$ cat src/hdl/bpa_pkg.sv
// Shared constants, codes and controller/datapath interface types of the page allocator.
package bpa_pkg;

    localparam int PAGE_BITS     = 16;
    localparam int LOW_ORDERS    = 15;
    localparam int NORMAL_ORDERS = 16;
    localparam int ORD_W         = 4;
    localparam int CNT_W         = 5;
    localparam int HEAD_W        = PAGE_BITS + 1;
    localparam int HIDX_W        = ORD_W + 1;
    localparam int SIZE_W        = PAGE_BITS + 1;

    localparam logic [1:0] MODE_ALLOC   = 2'd0;
    localparam logic [1:0] MODE_FREE    = 2'd1;
    localparam logic [1:0] MODE_REBUILD = 2'd2;

    localparam logic [1:0] ST_OK  = 2'd0;
    localparam logic [1:0] ST_OOM = 2'd1;
    localparam logic [1:0] ST_BAD = 2'd2;

    localparam logic Z_LOW  = 1'b0;
    localparam logic Z_NORM = 1'b1;

    localparam logic [1:0] CFG_START  = 2'd0;
    localparam logic [1:0] CFG_TOTAL  = 2'd1;
    localparam logic [1:0] CFG_LOWLIM = 2'd2;

    typedef enum logic [7:0] {
        S_IDLE  = 8'b0000_0001,
        S_SRCH  = 8'b0000_0010,
        S_POPWR = 8'b0000_0100,
        S_SPLIT = 8'b0000_1000,
        S_FREE  = 8'b0001_0000,
        S_RBCLR = 8'b0010_0000,
        S_RBRUN = 8'b0100_0000,
        S_DONE  = 8'b1000_0000
    } t_state;

    typedef struct packed {
        logic latch;
        logic search_step;
        logic pop_rd;
        logic pop_wr;
        logic split_push;
        logic free_push;
        logic rb_init;
        logic rb_step;
        logic set_oom;
        logic set_bad;
        logic out_load;
    } t_cmd;

    typedef struct packed {
        logic ord_bad;
        logic search_end;
        logic hit;
        logic split_end;
        logic free_bad;
        logic rb_end;
        logic out_busy;
    } t_sts;

endpackage

$ cat src/hdl/bpa_ctrl.sv
// Sequencing state machine of the page allocator.
module bpa_ctrl import bpa_pkg::*; (
    input  logic       i_clk,
    input  logic       i_rst_n,
    input  logic       i_valid,
    input  logic [1:0] i_mode,
    output logic       o_ready,
    input  t_sts       i_sts,
    output t_cmd       o_cmd
);

    t_state r_state, n_state;

    always_ff @(posedge i_clk) begin
        if (!i_rst_n) begin
            r_state <= S_IDLE;
        end else begin
            r_state <= n_state;
        end
    end

    assign o_ready = (r_state == S_IDLE);

    always_comb begin
        n_state = r_state;
        o_cmd   = '0;
        unique case (r_state)
            S_IDLE: begin
                if (i_valid) begin
                    o_cmd.latch = 1'b1;
                    unique case (i_mode)
                        MODE_ALLOC:   n_state = S_SRCH;
                        MODE_FREE:    n_state = S_FREE;
                        MODE_REBUILD: n_state = S_RBCLR;
                        default:      n_state = S_DONE;
                    endcase
                end
            end
            S_SRCH: begin
                if (i_sts.ord_bad) begin
                    o_cmd.set_bad = 1'b1;
                    n_state = S_DONE;
                end else if (i_sts.search_end) begin
                    o_cmd.set_oom = 1'b1;
                    n_state = S_DONE;
                end else if (i_sts.hit) begin
                    o_cmd.pop_rd = 1'b1;
                    n_state = S_POPWR;
                end else begin
                    o_cmd.search_step = 1'b1;
                end
            end
            S_POPWR: begin
                o_cmd.pop_wr = 1'b1;
                n_state = S_SPLIT;
            end
            S_SPLIT: begin
                if (i_sts.split_end) begin
                    n_state = S_DONE;
                end else begin
                    o_cmd.split_push = 1'b1;
                end
            end
            S_FREE: begin
                if (i_sts.free_bad) begin
                    o_cmd.set_bad = 1'b1;
                end else begin
                    o_cmd.free_push = 1'b1;
                end
                n_state = S_DONE;
            end
            S_RBCLR: begin
                o_cmd.rb_init = 1'b1;
                n_state = S_RBRUN;
            end
            S_RBRUN: begin
                if (i_sts.rb_end) begin
                    n_state = S_DONE;
                end else begin
                    o_cmd.rb_step = 1'b1;
                end
            end
            S_DONE: begin
                if (!i_sts.out_busy) begin
                    o_cmd.out_load = 1'b1;
                    n_state = S_IDLE;
                end
            end
            default: n_state = S_IDLE;
        endcase
    end

    a_latch_leaves_idle: assert property (@(posedge i_clk) disable iff (!i_rst_n)
        o_cmd.latch |=> r_state != S_IDLE)
        else $error("request taken but controller stayed idle");
    a_pop_then_write: assert property (@(posedge i_clk) disable iff (!i_rst_n)
        o_cmd.pop_rd |=> r_state == S_POPWR)
        else $error("link read not followed by head update");
    a_load_to_idle: assert property (@(posedge i_clk) disable iff (!i_rst_n)
        o_cmd.out_load |=> o_ready)
        else $error("result loaded but controller not ready");

endmodule

$ cat config.mk
export PLATFORM = sky130hd
export DESIGN_NAME = bpa_ctrl
export DESIGN_NICKNAME = d
export VERILOG_FILES = /design/src/hdl/bpa_pkg.sv /design/src/hdl/bpa_ctrl.sv
export SDC_FILE = /design/constraint.sdc
export NUM_CORES = 1
export LEC_CHECK = 0
export BUFFER_PORTS_ARGS = -buffer_cell sky130_fd_sc_hd__buf_2
export CORE_MARGIN = 10
export CORE_UTILIZATION = 46
export CTS_CLUSTER_DIAMETER = 60
export DETAILED_ROUTE_END_ITERATION = 8
export PLACE_DENSITY_LB_ADDON = 0.25
export RECOVER_POWER = 50
export SETUP_SLACK_MARGIN = 0.05
export SLEW_MARGIN = 20
export SYNTH_ARGS = -nofsm -noshare
export SYNTH_HDL_FRONTEND = slang
export SYNTH_SLANG_ARGS = --single-unit
$ cat constraint.sdc
create_clock -name i_clk -period 1.87 [get_ports i_clk]
set_input_delay 0.374 -clock i_clk [delete_from_list [all_inputs] [get_ports i_clk]]
set_output_delay 0.374 -clock i_clk [all_outputs]
set_load 0.05 [all_outputs]
==> flow_metrics.env, run 1 <==
export IMPL_outcome="finished, violations left"
export IMPL_violations="setup timing"
export IMPL_clk_latency_ns=0.26
export IMPL_top_layer="met4"
export IMPL_die_height_um=56.0
export IMPL_final_util=0.982
export IMPL_worstSetupPathType="register to output pin"
export IMPL_cts_tree="done"
export IMPL_die_area_um2=3140
export IMPL_fin_total_pwr_w=0.000783
export IMPL_slew_viol_final=0
export IMPL_start_util=0.510
export IMPL_mostFrequentLayoutCell="buf_4"
export IMPL_io_pins=24
export IMPL_dpl_cell_area_um2=898
export IMPL_hold_class="input pin to register"
export IMPL_maxSlewHeadroom=0.773
export IMPL_p_leak_nw=0.518
export IMPL_drtIter0Drc=107
export IMPL_post_route_min_period_ns=2.23
export IMPL_yosys_register_bits=8
export IMPL_grt_ovfl_total=0
export IMPL_htree_levels=1
export IMPL_top_register="r_state"
export IMPL_grt_pass1_wl_um=3950
export IMPL_clk_pin_slew_ns=0.07
export IMPL_postCtsHoldBufs=0
export IMPL_finalSetupViolCount=15
export IMPL_drt_wl_total_um=3490
export IMPL_post_dp_hpwl_um=1520
export IMPL_rsz0062_at_grt="yes"
export IMPL_fin_skew_ns=0.00372
export IMPL_worst_pin_slew_ns=0.338
export IMPL_antenna_found_initial=0
export IMPL_crit_fanout=3
export IMPL_post_route_cell_area_um2=1150
export IMPL_fin_tns_setup_ns=-3.11
export IMPL_multiInputGateArea_um2=549
export IMPL_clock_path_buffers=2
export IMPL_gp_congestion=0.901
export IMPL_fmax_mhz=448
export IMPL_wl_per_cell_um=25.1
export IMPL_cp_end_kind="output pin"
export IMPL_grt_max_degree=8
export IMPL_setup_slack_ns=-0.365
export IMPL_dr_wl_met3_um=493
export IMPL_first_pass_iters=5
export IMPL_cts_root_buf="clkbuf_4"
export IMPL_met1Wirelength_um=1110
export IMPL_ir_worst_vdd_mv=0.831
export IMPL_most_common_layout_cells="buf_4, buf_2, nor2_1"
export IMPL_required_ns=1.50
export IMPL_ys_warn_count=0
export IMPL_port_buffers=23
export IMPL_ys_seq_area_frac=0.268
export IMPL_powerDensity_nw_per_um2=681
export IMPL_grt_pass1_vias=858
export IMPL_largest_reg_flops=8
export IMPL_cts_buffers=3
export IMPL_rows=12
export IMPL_drc=0
export IMPL_groute_usage_overall=0.151
export IMPL_reg_top3="r_state x8"
export IMPL_avgSynthCellArea_um2=7.55
export IMPL_syn_to_final_growth_pct=92.7
export IMPL_antenna_cells=0
export IMPL_seq_area_um2=171
export IMPL_syn_inst=79
export IMPL_drive_gt1_frac=0.624
export IMPL_drv_cap=0
export IMPL_clkSinkCount=8
export IMPL_yosysUniqueCellTypes=32
export IMPL_hold_viol_final=0
export IMPL_core_area_um2=1170
export IMPL_netlist_area_um2=597
export IMPL_viasPerCell=6.76
export IMPL_timing_final_crit_share=1.19
export IMPL_crit_path_start_kind="register"
export IMPL_crit_arrival_ns=1.86
export IMPL_num_vias=940
export IMPL_wl_met2_um=1700
export IMPL_ant_nets=0
export IMPL_n_fill_cell=14
export IMPL_syn_num_nets=91
export IMPL_die_x_um=56.0
export IMPL_nets=139
path summary, 6_finish.rpt:
| path | start | endpoint | slack (ns) | cells past startpoint |
|---|---|---|---|---|
| min | i_rst_n | r_state[7]$_SDFFE_PN0P_ | 0.40 | 2 |
| max reg2reg | r_state[0]$_SDFFE_PN1P_ | r_state[4]$_SDFFE_PN0P_ | -0.20 | 9 |
| max | r_state[0]$_SDFFE_PN1P_ | o_cmd[8] | -0.36 | 5 |
| min reg2reg | r_state[1]$_SDFFE_PN0P_ | r_state[3]$_SDFFE_PN0P_ | 0.76 | 3 |
cells by family (layout without fill, tap and decap cells):
| group | Yosys count | count (layout) | synth area share |
|---|---|---|---|
| xor gates and xnor gates | 2 | 2 | 0.0294 |
| and+or+nand+nor | 52 | 52 | 0.509 |
| DFF | 8 | 8 | 0.268 |
| AOI/OAI and AO/OA | 12 | 12 | 0.157 |
| buffers and inverters | 5 | 51 | 0.0356 |
final cells by class:
type / instances / share of cell area
flip-flops and latches: 8 / 0.149
clock buffers: 3 / 0.0196
inverters: 3 / 0.00979
repair buffers: 45 / 0.329
well taps: 14 / 0.0152
multi-input cells: 66 / 0.478
power by group:
part | switching [W] | total [W] | internal, W
combinational | 0.000246 | 0.000435 | 0.000189
clock | 0.0000724 | 0.000147 | 0.0000743
sequential | 0.0000183 | 0.000201 | 0.000183
total | 0.000336 | 0.000783 | 0.000446
worst max-delay path, cell delays in order, from the launching register on:
cell	delay (ns)
dfxtp_2	0.33
or4_4	0.60
nor2_4	0.12
and3_4	0.19
and3_4	0.20
buf_8	0.15
repair_timing:
item / CTS / global route
setup buffers: 4 / 6
endpoints found under the hold margin: 0 / 0
gates cloned: 0 / 0
pin swaps: 6 / 5
resized for setup: 32 / 15
setup endpoints to repair: 12 / 16
Yosys cell counts:
cell | instances | area share
nor2b_1 | 3 | 0.031
a2bb2oi_1 | 1 | 0.015
o21ai_0 | 2 | 0.017
xnor2_1 | 1 | 0.015
a41o_1 | 1 | 0.017
o21bai_1 | 1 | 0.013
and4b_1 | 2 | 0.034
nor3_1 | 7 | 0.059
and3_1 | 5 | 0.052
o21a_1 | 1 | 0.013
a32oi_1 | 1 | 0.015
nand2_1 | 7 | 0.044
o22a_1 | 1 | 0.015
xor2_1 | 1 | 0.015
a211oi_1 | 1 | 0.013
nor4b_1 | 1 | 0.015
dfxtp_1 | 8 | 0.27
nand3_1 | 1 | 0.0084
and4_4 | 1 | 0.019
or3b_2 | 1 | 0.015
or4_4 | 1 | 0.019
and2_1 | 2 | 0.021
or2b_1 | 1 | 0.013
nor2_1 | 13 | 0.082
o21ai_2 | 1 | 0.015
nor4_1 | 2 | 0.021
nand2b_1 | 4 | 0.042
buf_2 | 2 | 0.017
inv_1 | 3 | 0.019
nor4_4 | 1 | 0.036
a22o_1 | 1 | 0.015
a21boi_0 | 1 | 0.013
through the flow:
step | std cells | hold WS, ns | worst slack [ns]
after detailed placement | 127 | 0.642 | -0.113
after floorplan | 79 | 0.507 | -0.0124
final | 139 | 0.402 | -0.365
after global placement | 127 | 0.645 | -0.0866
after CTS | 134 | 0.389 | -0.267
after global routing | 139 | 0.409 | -0.394
per-layer routing:
layer	vias to the layer above	GRT usage
met5	-	0
li1	378	-
met4	0	0.0580
met3	34	0.0524
met2	125	0.265
met1	403	0.159
(Power assumes the default switching activity.)
==> run 2: changes to the inputs <==
==> constraint.sdc (replaced) <==
create_clock -name i_clk -period 1.87 [get_ports i_clk]
set_input_delay 0.374 -clock i_clk [delete_from_list [all_inputs] [get_ports i_clk]]
set_output_delay 0.374 -clock i_clk [all_outputs]
set_load 0.1 [all_outputs]
==> run 2 against run 1 <==
The flow now stops in 4_1_cts; synthesized area did not move; synthesized cell count is the same.
==> flow_metrics.env, run 2 <==
export IMPL_synth_simple_area_share=0.509
export IMPL_synth_ff_type="dfxtp_1"
export IMPL_synth_compound_area_frac=0.157
export IMPL_postCtsHoldBufs=0
export IMPL_synth_async_sr_flop_share=0
export IMPL_cts_buffers=3
export IMPL_cts_resized=7
export IMPL_synth_area_leader_cell="dfxtp_1"
export IMPL_synth_top_family_by_area="simple AND/OR/NAND/NOR gates"
export IMPL_cts_root_buf="clkbuf_4"
export IMPL_syn_inst=79
export IMPL_yosys_cell_count_top_type="nor2_1"
export IMPL_avgSynthCellArea_um2=7.55
export IMPL_htree_levels=1
export IMPL_error="[ERROR DPL-0033] detailed placement checks failed during check placement."
export IMPL_synthXorXnorAreaFrac=0.0294
export IMPL_outcome="did not finish"
export IMPL_gp_congestion=0.879
export IMPL_synthTopCellsByArea="dfxtp_1, nor2_1, nor3_1"
export IMPL_syn_num_nets=91
export IMPL_io_pins=24
export IMPL_synth_adder_area_share=0
export IMPL_dp_cells=123
export IMPL_synth_common_cells="nor2_1, dfxtp_1, nand2_1, nor3_1, and3_1"
export IMPL_yosysUniqueCellTypes=32
export IMPL_synthMuxAreaShare=0
export IMPL_ys_seq_area_frac=0.268
export IMPL_ys_warn_count=0
export IMPL_yosysTopAreaCellShare=0.268
export IMPL_post_dp_hpwl_um=1980
export IMPL_yosys_register_bits=8
export IMPL_synth_edff_count=0
export IMPL_rows=12
export IMPL_start_util=0.510
export IMPL_netlist_area_um2=597
export IMPL_lastStage="4_1_cts"
export IMPL_clock_path_buffers=2
export IMPL_die_height_um=56.0
export IMPL_clkSinkCount=8
export IMPL_post_cts_buffers=6
export IMPL_die_x_um=56.0
export IMPL_port_buffers=23
## run 2: cell counts after synthesis
No cell type changed its count.
## run 2: per-stage QoR
step | setup WS, ns | TNS [ns] | cell area, um^2
3_3_place_gp | -0.0447 | -0.0812 | 1070
2_1_floorplan | -0.164 | -0.873 | 704
3_5_place_dp | -0.129 | -0.258 | 1070
## run 2: cell families after synthesis
kind of cell | after synthesis
buffers and inverters | 5
AOI/OAI and AO/OA | 12
and+or+nand+nor | 52
xor gates and xnor gates | 2
DFF | 8
==> run 3: changes to the inputs <==
--- a/config.mk
+++ b/config.mk
@@ -6,13 +6,11 @@
 export NUM_CORES = 1
 export LEC_CHECK = 0
 export BUFFER_PORTS_ARGS = -buffer_cell sky130_fd_sc_hd__buf_2
-export CORE_MARGIN = 10
-export CORE_UTILIZATION = 46
-export CTS_CLUSTER_DIAMETER = 60
+export CORE_AREA = 10 10 71 73
 export DETAILED_ROUTE_END_ITERATION = 8
-export PLACE_DENSITY_LB_ADDON = 0.25
+export DIE_AREA = 0 0 81 83
+export PLACE_DENSITY_LB_ADDON = 0.15
 export RECOVER_POWER = 50
-export SETUP_SLACK_MARGIN = 0.05
 export SLEW_MARGIN = 20
 export SYNTH_ARGS = -nofsm -noshare
 export SYNTH_HDL_FRONTEND = slang
==> run 3 against run 2 <==
The flow now finishes, with violations (setup timing).
==> flow_metrics.env, run 3 (synthesis results as in run 1) <==
export IMPL_grt_pass1_wl_um=3530
export IMPL_grt_max_degree=8
export IMPL_antenna_cells=0
export IMPL_maxSlewHeadroom=0.711
export IMPL_clk_pin_slew_ns=0.04
export IMPL_crit_fanout=3
export IMPL_critPathMostFrequentCell="and3_4"
export IMPL_fin_cells=167
export IMPL_dp_cells=159
export IMPL_clk_latency_ns=0.23
export IMPL_worst_pin_slew_ns=0.430
export IMPL_seq_area_um2=170
export IMPL_ant_nets=0
export IMPL_r2r_end="r_state[5]$_SDFFE_PN0P_"
export IMPL_grt_pass1_vias=740
export IMPL_die_area_um2=6720
export IMPL_drtIter0Drc=61
export IMPL_multiInputGateArea_um2=546
export IMPL_drc=0
export IMPL_fmax_mhz=462
export IMPL_final_util=0.342
export IMPL_holdWs_ns=0.403
export IMPL_worst_path_max_delay_cell="or4_4"
export IMPL_max_stage_delay_ns=0.59
export IMPL_io_pins=24
export IMPL_finalSetupViolCount=8
export IMPL_groute_usage_overall=0.0648
export IMPL_fin_tns_setup_ns=-1.67
export IMPL_setup_slack_ns=-0.295
export IMPL_drv_cap=0
export IMPL_ir_worst_vdd_mv=0.630
export IMPL_reg_top3="r_state x8"
export IMPL_pwr_share_seq=0.218
export IMPL_nets=133
export IMPL_cts_root_buf="clkbuf_8"
export IMPL_r2r_start="r_state[3]$_SDFFE_PN0P_"
export IMPL_p_clk_frac=0.229
export IMPL_drt_wl_total_um=2190
export IMPL_p_sw_w=0.000373
export IMPL_ff2ff_path_depth=7
export IMPL_viasPerCell=4.25
export IMPL_dpl_cell_area_um2=1120
export IMPL_clock_path_buffers=2
export IMPL_clkSinkCount=8
export IMPL_post_dp_hpwl_um=1740
export IMPL_cp_end_kind="output pin"
export IMPL_worstHoldPathCells=2
export IMPL_r2r_setup_slack_ns=0.07
export IMPL_top_register="r_state"
export IMPL_start_util=0.164
export IMPL_core_area_um2=3630
export IMPL_antenna_found_initial=0
export IMPL_first_pass_iters=4
export IMPL_wl_per_cell_um=13.1
export IMPL_hold_class="input pin to register"
export IMPL_htree_levels=1
export IMPL_p_comb_frac=0.553
export IMPL_violations="setup timing"
export IMPL_rsz0062_at_grt="yes"
export IMPL_rows=22
export IMPL_whs_endpoint="r_state[7]$_SDFFE_PN0P_"
export IMPL_drive_gt1_frac=0.605
export IMPL_cts_tree="done"
export IMPL_required_ns=1.50
export IMPL_gp_congestion=0.813
export IMPL_most_common_layout_cells="buf_4, buf_12, buf_2"
export IMPL_cts_buffers=3
export IMPL_die_height_um=83
export IMPL_n_fill_cell=396
export IMPL_worstSetupPathType="register to output pin"
export IMPL_post_route_cell_area_um2=1240
export IMPL_crit_arrival_ns=1.79
export IMPL_num_vias=710
export IMPL_slew_viol_final=0
export IMPL_syn_to_final_growth_pct=108
export IMPL_intPower_w=0.000548
export IMPL_mostFrequentLayoutCell="buf_4"
export IMPL_hold_viol_final=0
export IMPL_sw_frac_of_total=0.405
export IMPL_port_buffers=23
export IMPL_path_cells="or4_4 > nor2_4 > and3_4 > and3_4 > buf_12"
export IMPL_hold_start="i_rst_n"
export IMPL_timing_final_crit_share=1.16
export IMPL_largest_reg_flops=8
export IMPL_crit_path_start_kind="register"
export IMPL_die_x_um=81
export IMPL_powerDensity_nw_per_um2=741
export IMPL_postCtsHoldBufs=0
export IMPL_p_leak_nw=0.497
export IMPL_post_route_min_period_ns=2.16
export IMPL_outcome="finished, violations left"
export IMPL_fin_skew_ns=0.00124
export IMPL_grt_ovfl_total=0
==> run 3: how the worst max path moves through the flow <==
stage,cells after the start,slack (ns),endpoint,start
final,5,-0.29,o_cmd[8],r_state[0]$_SDFFE_PN1P_
after global routing,5,-0.36,o_cmd[8],r_state[0]$_SDFFE_PN1P_
after CTS,5,-0.29,o_cmd[8],r_state[0]$_SDFFE_PN1P_
after detailed placement,5,-0.07,o_cmd[8],r_state[5]$_SDFFE_PN0P_
after global placement,5,-0.06,o_cmd[8],r_state[5]$_SDFFE_PN0P_
after floorplan,4,-0.20,o_cmd[5],r_state[5]$_SDFFE_PN0P_
==> run 3: timing repair <==
item | 4_1_cts | 5_1_grt
resized for setup | 9 | 7
pin swaps | 8 | 2
setup buffers | 5 | 0
endpoints found under the setup margin | 12 | 11
==> run 3: power groups by stage <==
stage / Sequential, W / Combinational [W] / Clock (W)
2_1_floorplan: 0.000204 / 0.000276 / 0
3_3_place_gp: 0.000203 / 0.000437 / 0
3_5_place_dp: 0.000202 / 0.000441 / 0
4_1_cts: 0.000201 / 0.000502 / 0.000214
5_1_grt: 0.000204 / 0.000542 / 0.000223
6_report: 0.000201 / 0.000509 / 0.000211
==> run 3: layout make-up <==
type | count | area share
tap | 48 | 0.0483
multi-input combinational | 66 | 0.439
inverter | 3 | 0.0121
clock buffer | 3 | 0.0332
sequential | 8 | 0.137
timing repair buffer | 39 | 0.331
==> run 3: critical path, delay by kind of cell, from the launching register on <==
family | cells | cell delay [ns]
simple gates | 4 | 1.08
flops | 1 | 0.31
buf+inv | 1 | 0.17
==> run 3: per-layer routing <==
| layer | GRT usage | routed length, um | part of all wire | up-vias |
|---|---|---|---|---|
| met5 | 0 | 0 | 0 | - |
| met4 | 0.0141 | 18 | 0.0082 | 0 |
| met3 | 0.0291 | 157 | 0.072 | 2 |
| met2 | 0.104 | 1070 | 0.49 | 16 |
| met1 | 0.0761 | 939 | 0.43 | 327 |
| li1 | - | - | - | 365 |
==> run 3: per-stage QoR <==
stage	setup WS (ns)	total power (W)
CTS	-0.289	0.000916
global route	-0.364	0.000969
detailed placement	-0.0693	0.000643
finish	-0.295	0.000921
floorplan	-0.200	0.000480
global placement	-0.0640	0.000640
